## config.mk

```make
export PLATFORM = sky130hd
export DESIGN_NAME = line_pixel_pair_rasterizer_core
export DESIGN_NICKNAME = d
export VERILOG_FILES = /design/src/rtl/lppr_pkg.sv /design/src/rtl/lppr_ctrl.sv /design/src/rtl/lppr_dp.sv /design/src/rtl/line_pixel_pair_rasterizer_core.sv
export SDC_FILE = /design/constraint.sdc
export NUM_CORES = 1
export LEC_CHECK = 0
export ABC_AREA = 1
export BUFFER_PORTS_ARGS = -buffer_cell sky130_fd_sc_hd__buf_2
export CORE_MARGIN = 3
export CORE_UTILIZATION = 40
export DETAILED_ROUTE_END_ITERATION = 6
export MAX_ROUTING_LAYER = met4
export SLEW_MARGIN = 20
export SYNTH_ARGS = -nofsm -noshare
export SYNTH_HDL_FRONTEND = slang
export SYNTH_SLANG_ARGS = --single-unit
export TNS_END_PERCENT = 100
```

## constraint.sdc

```tcl
create_clock -name clk -period 14.07 [get_ports clk]
set_input_delay 2.814 -clock clk [delete_from_list [all_inputs] [get_ports clk]]
set_output_delay 2.814 -clock clk [all_outputs]
set_load 0.05 [all_outputs]
```

## src/rtl/lppr_pkg.sv

```systemverilog
// Shared types, widths and codes for the pixel-pair line rasterizer.
// Used by the controller, the datapath, the top level and the port checker.
// Depends on nothing.
package lppr_pkg;

	localparam int COORD_BITS  = 12;
	localparam int FRAC_BITS   = 16;
	localparam int COLOR_W     = 16;
	localparam int OUT_BITS    = COORD_BITS + 1;
	localparam int SLOPE_BITS  = FRAC_BITS + 2;
	localparam int ACC_BITS    = COORD_BITS + FRAC_BITS + 1;
	localparam int NUM_W       = COORD_BITS + FRAC_BITS;
	localparam int DIV_CNT_W   = $clog2(NUM_W);

	localparam int BLEND_NUM   = 10;
	localparam int BLEND_DEN   = 11;
	localparam int BLEND_W     = 20;
	localparam int BLEND_SHIFT = 26;
	localparam int BLEND_MW    = 23;
	localparam logic [BLEND_MW-1:0] BLEND_MULT =
		BLEND_MW'(((64'd1 << BLEND_SHIFT) + BLEND_DEN - 1) / BLEND_DEN);

	localparam int IN_PACK_W   = 4 * COORD_BITS + COLOR_W;
	localparam int IN_DATA_W   = ((IN_PACK_W + 7) / 8) * 8;
	localparam int OUT_PACK_W  = 4 * OUT_BITS + 2 * COLOR_W;
	localparam int OUT_DATA_W  = ((OUT_PACK_W + 7) / 8) * 8;

	localparam int PADDR_W     = 3;
	localparam logic REG_BACKGROUND = 1'b0;

	localparam logic MODE_START = 1'b0;
	localparam logic MODE_STEP  = 1'b1;

	typedef logic signed [COORD_BITS-1:0] coord_t;
	typedef logic signed [OUT_BITS-1:0]   pcoord_t;
	typedef logic [COLOR_W-1:0]           color_t;

	typedef struct packed {
		coord_t u_start;
		coord_t v_start;
		coord_t u_end;
		coord_t v_end;
		color_t line_color;
	} in_item_t;

	typedef struct packed {
		pcoord_t main_px;
		pcoord_t main_py;
		pcoord_t side_px;
		pcoord_t side_py;
		color_t  main_shade;
		color_t  side_shade;
		logic    final_column;
		logic    no_line;
	} out_item_t;

	typedef struct packed {
		logic capture;
		logic orient;
		logic order;
		logic div_step;
		logic load;
		logic step;
		logic idle_step;
	} dp_cmd_t;

	typedef struct packed {
		logic line_active;
	} dp_sts_t;

endpackage

```

## src/rtl/lppr_ctrl.sv

```systemverilog
// Controller of the pixel-pair line rasterizer: sequences line setup,
// counts the slope divider iterations and owns the output valid flag.
// Depends on lppr_pkg.
module lppr_ctrl (
	input  logic                clk,
	input  logic                arst_n,
	input  logic                in_valid,
	input  logic                in_mode,
	output logic                in_ready,
	input  logic                out_ready,
	output logic                out_valid,
	input  lppr_pkg::dp_sts_t   sts,
	output lppr_pkg::dp_cmd_t   cmd
);

	typedef enum logic [4:0] {
		ST_IDLE   = 5'b00001,
		ST_ORIENT = 5'b00010,
		ST_ORDER  = 5'b00100,
		ST_DIV    = 5'b01000,
		ST_LOAD   = 5'b10000
	} state_t;

	state_t                           state_q, state_d;
	logic [lppr_pkg::DIV_CNT_W-1:0]   cnt_q;
	logic                             out_valid_q;
	logic                             out_free;
	logic                             accept;

	assign out_free  = !out_valid_q || out_ready;
	assign in_ready  = (state_q == ST_IDLE) && out_free;
	assign accept    = in_valid && in_ready;
	assign out_valid = out_valid_q;

	always_comb begin
		cmd           = '0;
		state_d       = state_q;
		cmd.capture   = accept && (in_mode == lppr_pkg::MODE_START);
		cmd.step      = accept && (in_mode == lppr_pkg::MODE_STEP) && sts.line_active;
		cmd.idle_step = accept && (in_mode == lppr_pkg::MODE_STEP) && !sts.line_active;
		case (state_q)
			ST_IDLE: begin
				if (cmd.capture) state_d = ST_ORIENT;
			end
			ST_ORIENT: begin
				cmd.orient = 1'b1;
				state_d    = ST_ORDER;
			end
			ST_ORDER: begin
				cmd.order = 1'b1;
				state_d   = ST_DIV;
			end
			ST_DIV: begin
				cmd.div_step = 1'b1;
				if (cnt_q == '0) state_d = ST_LOAD;
			end
			ST_LOAD: begin
				cmd.load = out_free;
				if (out_free) state_d = ST_IDLE;
			end
			default: begin
				state_d = ST_IDLE;
			end
		endcase
	end

	always_ff @(posedge clk or negedge arst_n) begin
		if (!arst_n) begin
			state_q     <= ST_IDLE;
			cnt_q       <= '0;
			out_valid_q <= 1'b0;
		end else begin
			state_q <= state_d;
			if (cmd.order) begin
				cnt_q <= lppr_pkg::DIV_CNT_W'(lppr_pkg::NUM_W - 1);
			end else if (cmd.div_step) begin
				cnt_q <= cnt_q - 1'b1;
			end
			if (cmd.load || cmd.step || cmd.idle_step) begin
				out_valid_q <= 1'b1;
			end else if (out_ready) begin
				out_valid_q <= 1'b0;
			end
		end
	end

endmodule

```

## src/rtl/lppr_dp.sv

```systemverilog
// Datapath of the pixel-pair line rasterizer: endpoint ordering, bit-serial
// slope divider, neighbor color blend, DDA accumulator and result register.
// Depends on lppr_pkg; driven by lppr_ctrl.
module lppr_dp (
	input  logic                 clk,
	input  logic                 arst_n,
	input  lppr_pkg::dp_cmd_t    cmd,
	output lppr_pkg::dp_sts_t    sts,
	input  lppr_pkg::in_item_t   in_item,
	input  lppr_pkg::color_t     bg_color,
	output lppr_pkg::out_item_t  out_item
);

	localparam int CB = lppr_pkg::COORD_BITS;
	localparam int FB = lppr_pkg::FRAC_BITS;
	localparam int AB = lppr_pkg::ACC_BITS;
	localparam int SB = lppr_pkg::SLOPE_BITS;
	localparam int NW = lppr_pkg::NUM_W;
	localparam int OB = lppr_pkg::OUT_BITS;
	localparam int BW = lppr_pkg::BLEND_W;
	localparam int PW = BW + lppr_pkg::BLEND_MW;

	// Captured endpoints.
	lppr_pkg::coord_t u0_q, v0_q, u1_q, v1_q;
	lppr_pkg::color_t color_q;

	// Axis selection.
	logic                steep_n_q;
	lppr_pkg::coord_t    a0_q, b0_q, a1_q, b1_q;

	// Ordered span and divider.
	lppr_pkg::coord_t    amin_q, amax_q, bmin_q;
	logic [CB-1:0]       da_q;
	logic                dneg_q;
	logic [BW-1:0]       blend_sum_q;
	lppr_pkg::color_t    blend_q;
	logic [CB-1:0]       rem_q;
	logic [NW-1:0]       num_q;

	// Line state.
	logic                line_active_q;
	logic                steep_q;
	lppr_pkg::coord_t    pos_q, end_q;
	logic signed [AB-1:0] acc_q;
	logic signed [SB-1:0] slope_q;
	lppr_pkg::color_t    held_color_q, held_side_q;

	lppr_pkg::out_item_t out_q;

	logic signed [CB:0]  du, dv, da_w, db_w;
	logic [CB-1:0]       adu, adv, mag_c, da_c;
	logic                steep_c, swap_c;
	lppr_pkg::coord_t    amin_c, amax_c, bmin_c, bmax_c;
	logic [NW-1:0]       num_c;
	logic [BW-1:0]       blend_c;
	logic [PW-1:0]       blend_prod;
	logic [CB:0]         trial;
	logic                ge;
	logic [SB-2:0]       qmag;
	logic signed [SB-1:0] slope_c;
	logic signed [AB-1:0] acc_init, e_acc;
	logic                e_steep, e_last;
	lppr_pkg::coord_t    e_pos, e_end;
	lppr_pkg::color_t    e_color, e_side;
	logic signed [OB-1:0] m_px, m1_px, maj;

	always_comb begin
		du      = {u1_q[CB-1], u1_q} - {u0_q[CB-1], u0_q};
		dv      = {v1_q[CB-1], v1_q} - {v0_q[CB-1], v0_q};
		adu     = du[CB] ? CB'(-du) : du[CB-1:0];
		adv     = dv[CB] ? CB'(-dv) : dv[CB-1:0];
		steep_c = adu > adv;

		swap_c  = a0_q > a1_q;
		amin_c  = swap_c ? a1_q : a0_q;
		amax_c  = swap_c ? a0_q : a1_q;
		bmin_c  = swap_c ? b1_q : b0_q;
		bmax_c  = swap_c ? b0_q : b1_q;
		da_w    = {amax_c[CB-1], amax_c} - {amin_c[CB-1], amin_c};
		db_w    = {bmax_c[CB-1], bmax_c} - {bmin_c[CB-1], bmin_c};
		da_c    = da_w[CB-1:0];
		mag_c   = db_w[CB] ? CB'(-db_w) : db_w[CB-1:0];
		num_c   = {mag_c, {FB{1'b0}}} + NW'(da_c >> 1);
		blend_c = BW'(color_q) * BW'(lppr_pkg::BLEND_NUM) + BW'(bg_color);

		trial   = {rem_q, num_q[NW-1]};
		ge      = trial >= {1'b0, da_q};
	end

	assign blend_prod = PW'(blend_sum_q) * PW'(lppr_pkg::BLEND_MULT);

	// Slope and accumulator values of a fresh line.
	always_comb begin
		qmag     = num_q[SB-2:0];
		if (da_q == '0) begin
			slope_c = SB'(1) <<< FB;
		end else if (dneg_q) begin
			slope_c = -$signed({1'b0, qmag});
		end else begin
			slope_c = $signed({1'b0, qmag});
		end
		acc_init = {bmin_q[CB-1], bmin_q, {FB{1'b0}}};
	end

	// Column to emit: either the first of a new line or the next step.
	always_comb begin
		if (cmd.load) begin
			e_steep = steep_n_q;
			e_pos   = amin_q;
			e_end   = amax_q;
			e_acc   = acc_init;
			e_color = color_q;
			e_side  = steep_n_q ? blend_q : color_q;
		end else begin
			e_steep = steep_q;
			e_pos   = pos_q + 1'b1;
			e_end   = end_q;
			e_acc   = acc_q + {{(AB-SB){slope_q[SB-1]}}, slope_q};
			e_color = held_color_q;
			e_side  = held_side_q;
		end
		m_px   = e_acc[AB-1:FB] + OB'(e_acc[AB-1] && (|e_acc[FB-1:0]));
		m1_px  = m_px + 1'b1;
		maj    = {e_pos[CB-1], e_pos};
		e_last = e_pos >= e_end;
	end

	always_ff @(posedge clk or negedge arst_n) begin
		if (!arst_n) begin
			line_active_q <= 1'b0;
		end else if (cmd.load || cmd.step) begin
			line_active_q <= !e_last;
		end
	end

	always_ff @(posedge clk) begin
		if (cmd.capture) begin
			u0_q    <= in_item.u_start;
			v0_q    <= in_item.v_start;
			u1_q    <= in_item.u_end;
			v1_q    <= in_item.v_end;
			color_q <= in_item.line_color;
		end
		if (cmd.orient) begin
			steep_n_q <= steep_c;
			a0_q      <= steep_c ? u0_q : v0_q;
			b0_q      <= steep_c ? v0_q : u0_q;
			a1_q      <= steep_c ? u1_q : v1_q;
			b1_q      <= steep_c ? v1_q : u1_q;
		end
		if (cmd.order) begin
			amin_q      <= amin_c;
			amax_q      <= amax_c;
			bmin_q      <= bmin_c;
			da_q        <= da_c;
			dneg_q      <= db_w[CB];
			num_q       <= num_c;
			rem_q       <= '0;
			blend_sum_q <= blend_c;
		end
		if (cmd.div_step) begin
			rem_q   <= ge ? CB'(trial - {1'b0, da_q}) : trial[CB-1:0];
			num_q   <= {num_q[NW-2:0], ge};
			blend_q <= blend_prod[lppr_pkg::BLEND_SHIFT +: lppr_pkg::COLOR_W];
		end
		if (cmd.load) begin
			steep_q      <= steep_n_q;
			end_q        <= amax_q;
			slope_q      <= slope_c;
			held_color_q <= e_color;
			held_side_q  <= e_side;
		end
		if (cmd.load || cmd.step) begin
			pos_q              <= e_pos;
			acc_q              <= e_acc;
			out_q.main_px      <= e_steep ? m_px : maj;
			out_q.main_py      <= e_steep ? maj : m_px;
			out_q.side_px      <= e_steep ? m1_px : maj;
			out_q.side_py      <= e_steep ? maj : m1_px;
			out_q.main_shade   <= e_color;
			out_q.side_shade   <= e_side;
			out_q.final_column <= e_last;
			out_q.no_line      <= 1'b0;
		end else if (cmd.idle_step) begin
			out_q.main_px      <= '0;
			out_q.main_py      <= '0;
			out_q.side_px      <= '0;
			out_q.side_py      <= '0;
			out_q.main_shade   <= '0;
			out_q.side_shade   <= '0;
			out_q.final_column <= 1'b0;
			out_q.no_line      <= 1'b1;
		end
	end

	assign sts.line_active = line_active_q;
	assign out_item        = out_q;

endmodule

```

## src/rtl/line_pixel_pair_rasterizer_core.sv

```systemverilog
// Top level of the pixel-pair line rasterizer: stream ports, APB register
// and the controller/datapath pair. Depends on lppr_pkg, lppr_ctrl, lppr_dp.
//
// A start transfer (tuser 0) takes endpoints and a color and returns the
// first column via the orient, order, divide and load states, the 28-bit
// restoring divider forming the slope. A step transfer (tuser 1) returns the
// next column (a no-line result if no line is active) from the output register
// in the cycle after it is taken, so steps stream at one item per cycle while
// the output is drained. The background color is sampled when a line starts.
module line_pixel_pair_rasterizer_core (
	input  logic                                clk,
	input  logic                                arst_n,
	input  logic                                s_axis_tvalid,
	output logic                                s_axis_tready,
	// u_start, v_start, u_end, v_end, line_color
	input  logic [lppr_pkg::IN_DATA_W-1:0]      s_axis_tdata,
	// mode
	input  logic                                s_axis_tuser,
	output logic                                m_axis_tvalid,
	input  logic                                m_axis_tready,
	// main_px, main_py, side_px, side_py, main_shade, side_shade
	output logic [lppr_pkg::OUT_DATA_W-1:0]     m_axis_tdata,
	// no_line
	output logic                                m_axis_tuser,
	output logic                                m_axis_tlast,
	input  logic                                psel,
	input  logic                                penable,
	input  logic                                pwrite,
	input  logic [lppr_pkg::PADDR_W-1:0]        paddr,
	input  logic [31:0]                         pwdata,
	output logic [31:0]                         prdata,
	output logic                                pready
);

	lppr_pkg::dp_cmd_t   cmd;
	lppr_pkg::dp_sts_t   sts;
	lppr_pkg::in_item_t  in_item;
	lppr_pkg::out_item_t out_item;
	lppr_pkg::color_t    bg_color_q;
	logic                reg_sel;

	assign pready  = 1'b1;
	assign reg_sel = paddr[lppr_pkg::PADDR_W-1] == lppr_pkg::REG_BACKGROUND;
	assign prdata  = reg_sel ? 32'(bg_color_q) : '0;

	always_ff @(posedge clk or negedge arst_n) begin
		if (!arst_n) begin
			bg_color_q <= '0;
		end else if (psel && penable && pwrite && pready && reg_sel) begin
			bg_color_q <= pwdata[lppr_pkg::COLOR_W-1:0];
		end
	end

	assign {in_item.line_color, in_item.v_end, in_item.u_end,
		in_item.v_start, in_item.u_start} = s_axis_tdata[lppr_pkg::IN_PACK_W-1:0];

	assign m_axis_tdata = lppr_pkg::OUT_DATA_W'({out_item.side_shade, out_item.main_shade,
		out_item.side_py, out_item.side_px, out_item.main_py, out_item.main_px});
	assign m_axis_tuser = out_item.no_line;
	assign m_axis_tlast = out_item.final_column;

	lppr_ctrl u_ctrl (
		.clk       (clk),
		.arst_n    (arst_n),
		.in_valid  (s_axis_tvalid),
		.in_mode   (s_axis_tuser),
		.in_ready  (s_axis_tready),
		.out_ready (m_axis_tready),
		.out_valid (m_axis_tvalid),
		.sts       (sts),
		.cmd       (cmd)
	);

	lppr_dp u_dp (
		.clk      (clk),
		.arst_n   (arst_n),
		.cmd      (cmd),
		.sts      (sts),
		.in_item  (in_item),
		.bg_color (bg_color_q),
		.out_item (out_item)
	);

endmodule

```

### Word-level counts from Yosys, hierarchy flattened

Cells that the tools add are included.

| storage, ports and cells | value |
|---|---|
| logic and storage cells | 140 |
| bits in registers | 456 |
| output and inout port bits | 125 |
| input port bits | 107 |

| cells by class | value |
|---|---|
| bitwise operators | 3 |
| reduce and logical (&&, ||, !) cells | 24 |
| mux-type cells | 43 |
| $lt $le $gt $ge | 4 |
| multiply operators | 2 |
| $add $sub $neg | 16 |
| equal/unequal tests | 8 |

Operators by type and width:

| cell | count |
|---|---|
| $mux W12 | 16 |
| $mux W86 | 2 |
| $mux W16 | 4 |
| $mux W28 | 2 |
| $mux W13 | 4 |
| $mul A20 B22 Y41 const B | 1 |
| $sub A12 B12 Y13 | 3 |
| $neg A12 Y12 | 3 |
| $add A29 B29 Y29 | 1 |
| $mux W29 | 1 |
| $add A28 B11 Y28 | 1 |
| $mux W5 | 5 |
| $pmux W5 S5 | 1 |
| $gt A12 B12 Y1 | 2 |
| $sub A12 B12 Y12 | 2 |
| $add A20 B16 Y20 | 1 |
| $mul A16 B3 Y19 const B | 1 |
| $neg A17 Y18 | 1 |
| $mux W17 | 1 |
| $reduce_or A16 Y1 | 1 |
| $add A13 B1 Y13 | 1 |
| $add A13 B1 Y13 const B | 1 |
| $ge A13 B12 Y1 | 1 |
| $add A12 B1 Y12 const B | 1 |
| 19 further kinds | 43 |

### Logic depth before layout (Yosys ltp)

| logic depth | value |
|---|---|
| depth after elaboration | 10 |
| gate-level depth with buffers | 30 |
| depth with buffers taken out | 30 |

### Modules after synthesis

A second synthesis with hierarchy kept.

| unflattened totals | value |
|---|---|
| cell total of the unflattened synthesis | 3,658 |
| area total of the unflattened synthesis | 33,324.5 sq um |

By module, submodules not included:

| module | cells each | times used | area each (sq um) | seq. area each (sq um) |
|---|---|---|---|---|
| lppr_dp | 3,444 | 1 | 31,694.1 | 12,737.2 |
| line_pixel_pair_rasterizer_core | 129 | 1 | 968.4 | 400.4 |
| lppr_ctrl | 85 | 1 | 661.9 | 276.5 |

### Worst setup path after synthesis

OpenSTA, ideal clock, no wires.

| timing path | value |
|---|---|
| path type | input -> register |
| start point | in m_axis_tready |
| end point | reg u_ctrl.state_q[0] |
| setup slack | 6.899 ns |
| path buffers | 0 |
| required time | 14.011 ns |
| setup time | 0.059 ns |
| arrival time | 7.112 ns |
| stages on the path | 9 |
| path through | nor2_1 nor2_1 nand2_1 nor2_1 nor2_1 nor2_1 o21ai_0 inv_1 a31o_2 |

RTL lines:

| element | line | text |
|---|---|---|
| start, declared | line_pixel_pair_rasterizer_core.sv:20 | `input logic m_axis_tready,` |
| end signal, assigned | lppr_ctrl.sv:73 | `state_q <= state_d;` |
| end, declared | lppr_ctrl.sv:24 | `state_t state_q, state_d;` |

### Worst setup path in the final report

| timing path | value |
|---|---|
| start point | in m_axis_tready |
| end point | reg u_dp.out_q (netlist bit u_dp.out_item[56]), data pin |

| between the ends | value |
|---|---|
| cells in the longest elaborated chain, start to end | 9 |
| elaborated cells on any way between the ends | 16 |
| those cells by class | add/sub (2); mux (6); reduce/logical (8) |

Ends and longest elaborated chain:

| element | line | text |
|---|---|---|
| $logic_or A1 B1 Y1 | lppr_ctrl.sv:30 | `assign out_free = !out_valid_q \|\| out_ready;` |
| $mux W1 | lppr_ctrl.sv:41 | `case (state_q)` |
| $mux W29 | lppr_dp.sv:107 | `if (cmd.load) begin` |
| named net u_dp.e_acc[6] | lppr_dp.sv:61 | `logic signed [AB-1:0] acc_init, e_acc;` |
| $reduce_or A16 Y1 | lppr_dp.sv:122 | `m_px = e_acc[AB-1:FB] + OB'(e_acc[AB-1] && (\|e_acc[FB-1:0]));` |
| $logic_and A1 B1 Y1 | lppr_dp.sv:122 |  |
| $add A13 B1 Y13 | lppr_dp.sv:122 |  |
| $add A13 B1 Y13 | lppr_dp.sv:123 | `m1_px = m_px + 1'b1;` |
| $mux W13 | lppr_dp.sv:178 | `out_q.side_px <= e_steep ? m1_px : maj;` |
| $mux W86 | lppr_dp.sv:173 | `if (cmd.load \|\| cmd.step) begin` |
| end, declared | lppr_dp.sv:48 | `lppr_pkg::out_item_t out_q;` |

The timed path passes the listed nets, and every way through them passes these cells.
A chain may end at the register's enable or synchronous reset.

==> results.yml <==
place:
  post-dp-hpwl_um: 64000
  routabilityCongestion: 0.918
  io_buffer_count: 192
timing:
  setup_tns_ns: 0
  setup_viol_count_final: 0
  tightestPinTransition_ns: 0.861
  slew_viol_final: 0
  layout_worst_path_cycle_share: 0.523
  tightest_hold_margin_ns: 0.468
  hold_violations: 0
  timing.clock.skew_ns: 0.0447
  slew_headroom: 0.420
  timing.fmax_mhz: 136
  rsz0062_at_grt: "false"
  period_minus_slack_ns: 7.36
finish:
  nNetsFinal: 4517
  final_common_cell: "nand2_1"
  layout-area-overhead-vs-synth_pct: 11.6
  layout.cells.most_common_list: "709 x nand2_1, 682 x inv_1, 414 x edfxtp_1"
  final_layout_size_suffix_gt1_frac: 0.0996
pwr:
  clockPowerShare: 0.180
  swShare: 0.452
  internal_power_contribution_mw: 4.34
  total_switching_power_mw: 3.58
  seqPwrFrac: 0.248
  worst_ir_drop_vdd_mv: 0.230
  power_density_nw_per_um2: 212
  static_leakage_nw: 17.9
  comb_power_share: 0.572
  power_consumption_mw: 7.91
detailed_routing:
  detailroute.via_count: 24700
  ant_nets: 0
  detail_route.wirelength_um: 80400
  detail_route.first_pass.iterations: 5
  avgRoutedWirePerCell_um: 15.9
  drc: 0
  drt_iter0_markers: 1539
  avgViaCountPerCell: 4.90
die:
  effective_utilization_at_floorplan: 0.406
  floorplan.rows: 105
  io-pin-count: 232
  horizontal_die_dimension_um: 295
  core_region_area_um2: 82500
  die_area_um2: 87300
  fp.dieH_um: 295
min_path:
  worst_hold_startpoint: "u_dp.out_item[0]"
  worstHoldPathCells: 1
  worst_hold_path_type: "reg2reg"
clock_network:
  numCtsBuffers: 56
  postCtsSetupRepairBufs: 0
  cts-root-buf: "clkbuf_16"
  tritoncts_num_sinks: 456
  ctsResizeCount: 0
  tritoncts: "built"
  htree_num_levels: 2
  clk_latency_ns: 0.62
  clkSlewWorstSetupHoldPaths_ns: 0.06
  clock_tree.buffer_depth: 3
  cts_hold_buffers: 0
critical_path:
  critical_path_class: "in2reg"
  cp-start-kind: "input pin"
  worstReg2RegStart: "u_dp.blend_sum_q[9]"
  critical_path.startpoint: "m_axis_tready"
  worst_ep_arrival_time_ns: 7.74
  rrSetupSlack_ns: 7.08
  worst_setup_end_kind: "register"
  worst_ep_required_time_ns: 14.45
  setup.worst_path.end: "u_dp.out_item[56]"
  timing.rr.end: "u_dp.blend_q[12]"
  r2r_depth: 26
  cp_max_fo: 65
global_routing:
  grt_overflow_total: 0
  number_of_antenna_violations_at_the_first_check_in_global_routing: 3
  grt_start_max_net_pins: 74
  grt_use_total: 0.191
  global_route_wire_length_before_repair_um: 128000
  number_of_global_route_vias_before_repair: 24000
yosys:
  post_synth_inst_count: 3733
  synth.cell_area_um2: 33500
  synth_enable_flop_cells: 414
  synth_async_sr_flop_share: 0.0614
  synth_cell_type_count: 67
  ys_ff_latch: 456
  postSynthAreaPerCell_um2: 8.98
  ys.warnings.count: 0
  seq_area_frac_synth: 0.400
  synth-main-ff-cell: "edfxtp_1"
flow_run:
  drv.max_cap_violation_count: 0
run_status:
  status: "complete, no violations"
## cell type report
type / count / area [um^2]
inverter: 699 / 2630
clock buffer: 71 / 1480
sequential: 456 / 13400
multi-input combinational: 2510 / 17100
clock inverter: 33 / 340
timing repair buffer: 206 / 1070
tap: 1070 / 1340
antenna: 4 / 10.0
fill: 7995 / 45100
## kinds of logic after synthesis
kind of cell	Yosys count	synth area share
other	2	0.000224
buffers and inverters	786	0.0924
adders and majority gates	481	0.211
DFF	456	0.400
xor gates and xnor gates	130	0.0340
and+or+nand+nor	1293	0.167
AOI/OAI and AO/OA	585	0.0952
## per-layer routing
layer	part of all wire	up-vias	track usage
met2	0.43	518	0.288
met5	0	-	-
li1	-	12600	-
met3	0.064	95	0.0391
met1	0.49	11500	0.266
met4	0.019	0	0.0411
## per-stage QoR
| stage | area, um^2 | instances | worst slack, ns | utilization |
|---|---|---|---|---|
| after global placement | 35600 | 4941 | 6.10 | 0.431 |
| after CTS | 37400 | 5045 | 6.73 | 0.453 |
| after global routing | 37400 | 5047 | 6.15 | 0.453 |
| after floorplan | 33600 | 3752 | 6.90 | - |
| final | 37400 | 5049 | 6.71 | 0.453 |
| after detailed placement | 35600 | 4941 | 6.07 | 0.431 |
## how the worst min path moves through the flow
stage / endpoint / slack (ns)
detailed placement: u_dp.end_q[0] / 0.45
CTS: u_dp.out_item[0] / 0.47
global route: u_dp.out_item[0] / 0.50
floorplan: u_dp.end_q[0] / 0.42
finish: u_dp.out_item[0] / 0.47
global placement: u_dp.out_item[0] / 0.45
## worst max-delay path, cell delays in order
cell,delay (ns)
buf_2,0.08
nor2_1,0.10
nor2_4,0.11
buf_4,0.38
clkinv_2,0.69
buf_4,0.58
nand2_1,0.15
nor2_1,0.06
nor4_1,0.47
nand4_1,0.25
nand2_1,0.11
inv_1,0.05
ha_1,0.22
ha_1,0.26
xor2_1,0.24
nor2_1,0.38
nand4_1,0.21
nor2_1,0.20
nand2_1,0.07
nand2_1,0.08
nand3_1,0.07
nand2_1,0.09
inv_1,0.05
## synthesized netlist by cell type, types with 29 or more instances
library cell,instances,share of area
clkbuf_1,48,0.0054
a21oi_1,245,0.037
fa_1,142,0.085
nand2_1,711,0.080
nor3_1,40,0.0060
nor2_1,254,0.028
edfxtp_1,414,0.37
o21ai_1,33,0.0049
o21ai_0,213,0.032
inv_1,684,0.077
ha_1,339,0.13
xor2_1,104,0.027
nand4_1,46,0.0086
nand3_1,139,0.021
or2_2,29,0.0054
## state kept, by name, indices dropped and copies added (netlist names), 16 cells and up
name / count
bg_color_q: 16
u_dp.acc_q: 29
u_dp.blend_q: 16
u_dp.blend_sum_q: 20
u_dp.color_q: 16
u_dp.held_color_q: 16
u_dp.held_side_q: 16
u_dp.num_q: 28
u_dp.out_item: 86
u_dp.slope_q: 18
## power groups by stage
stage	registers [mW]	clock network, mW	logic (mW)
after detailed placement	1.99	0	4.49
after global placement	1.99	0	4.44
final	1.96	1.42	4.53
after CTS	1.96	1.47	4.53
after global routing	1.98	1.53	5.21
after floorplan	2.06	0	3.36
Note: power is estimated with default switching activity, not from simulation.
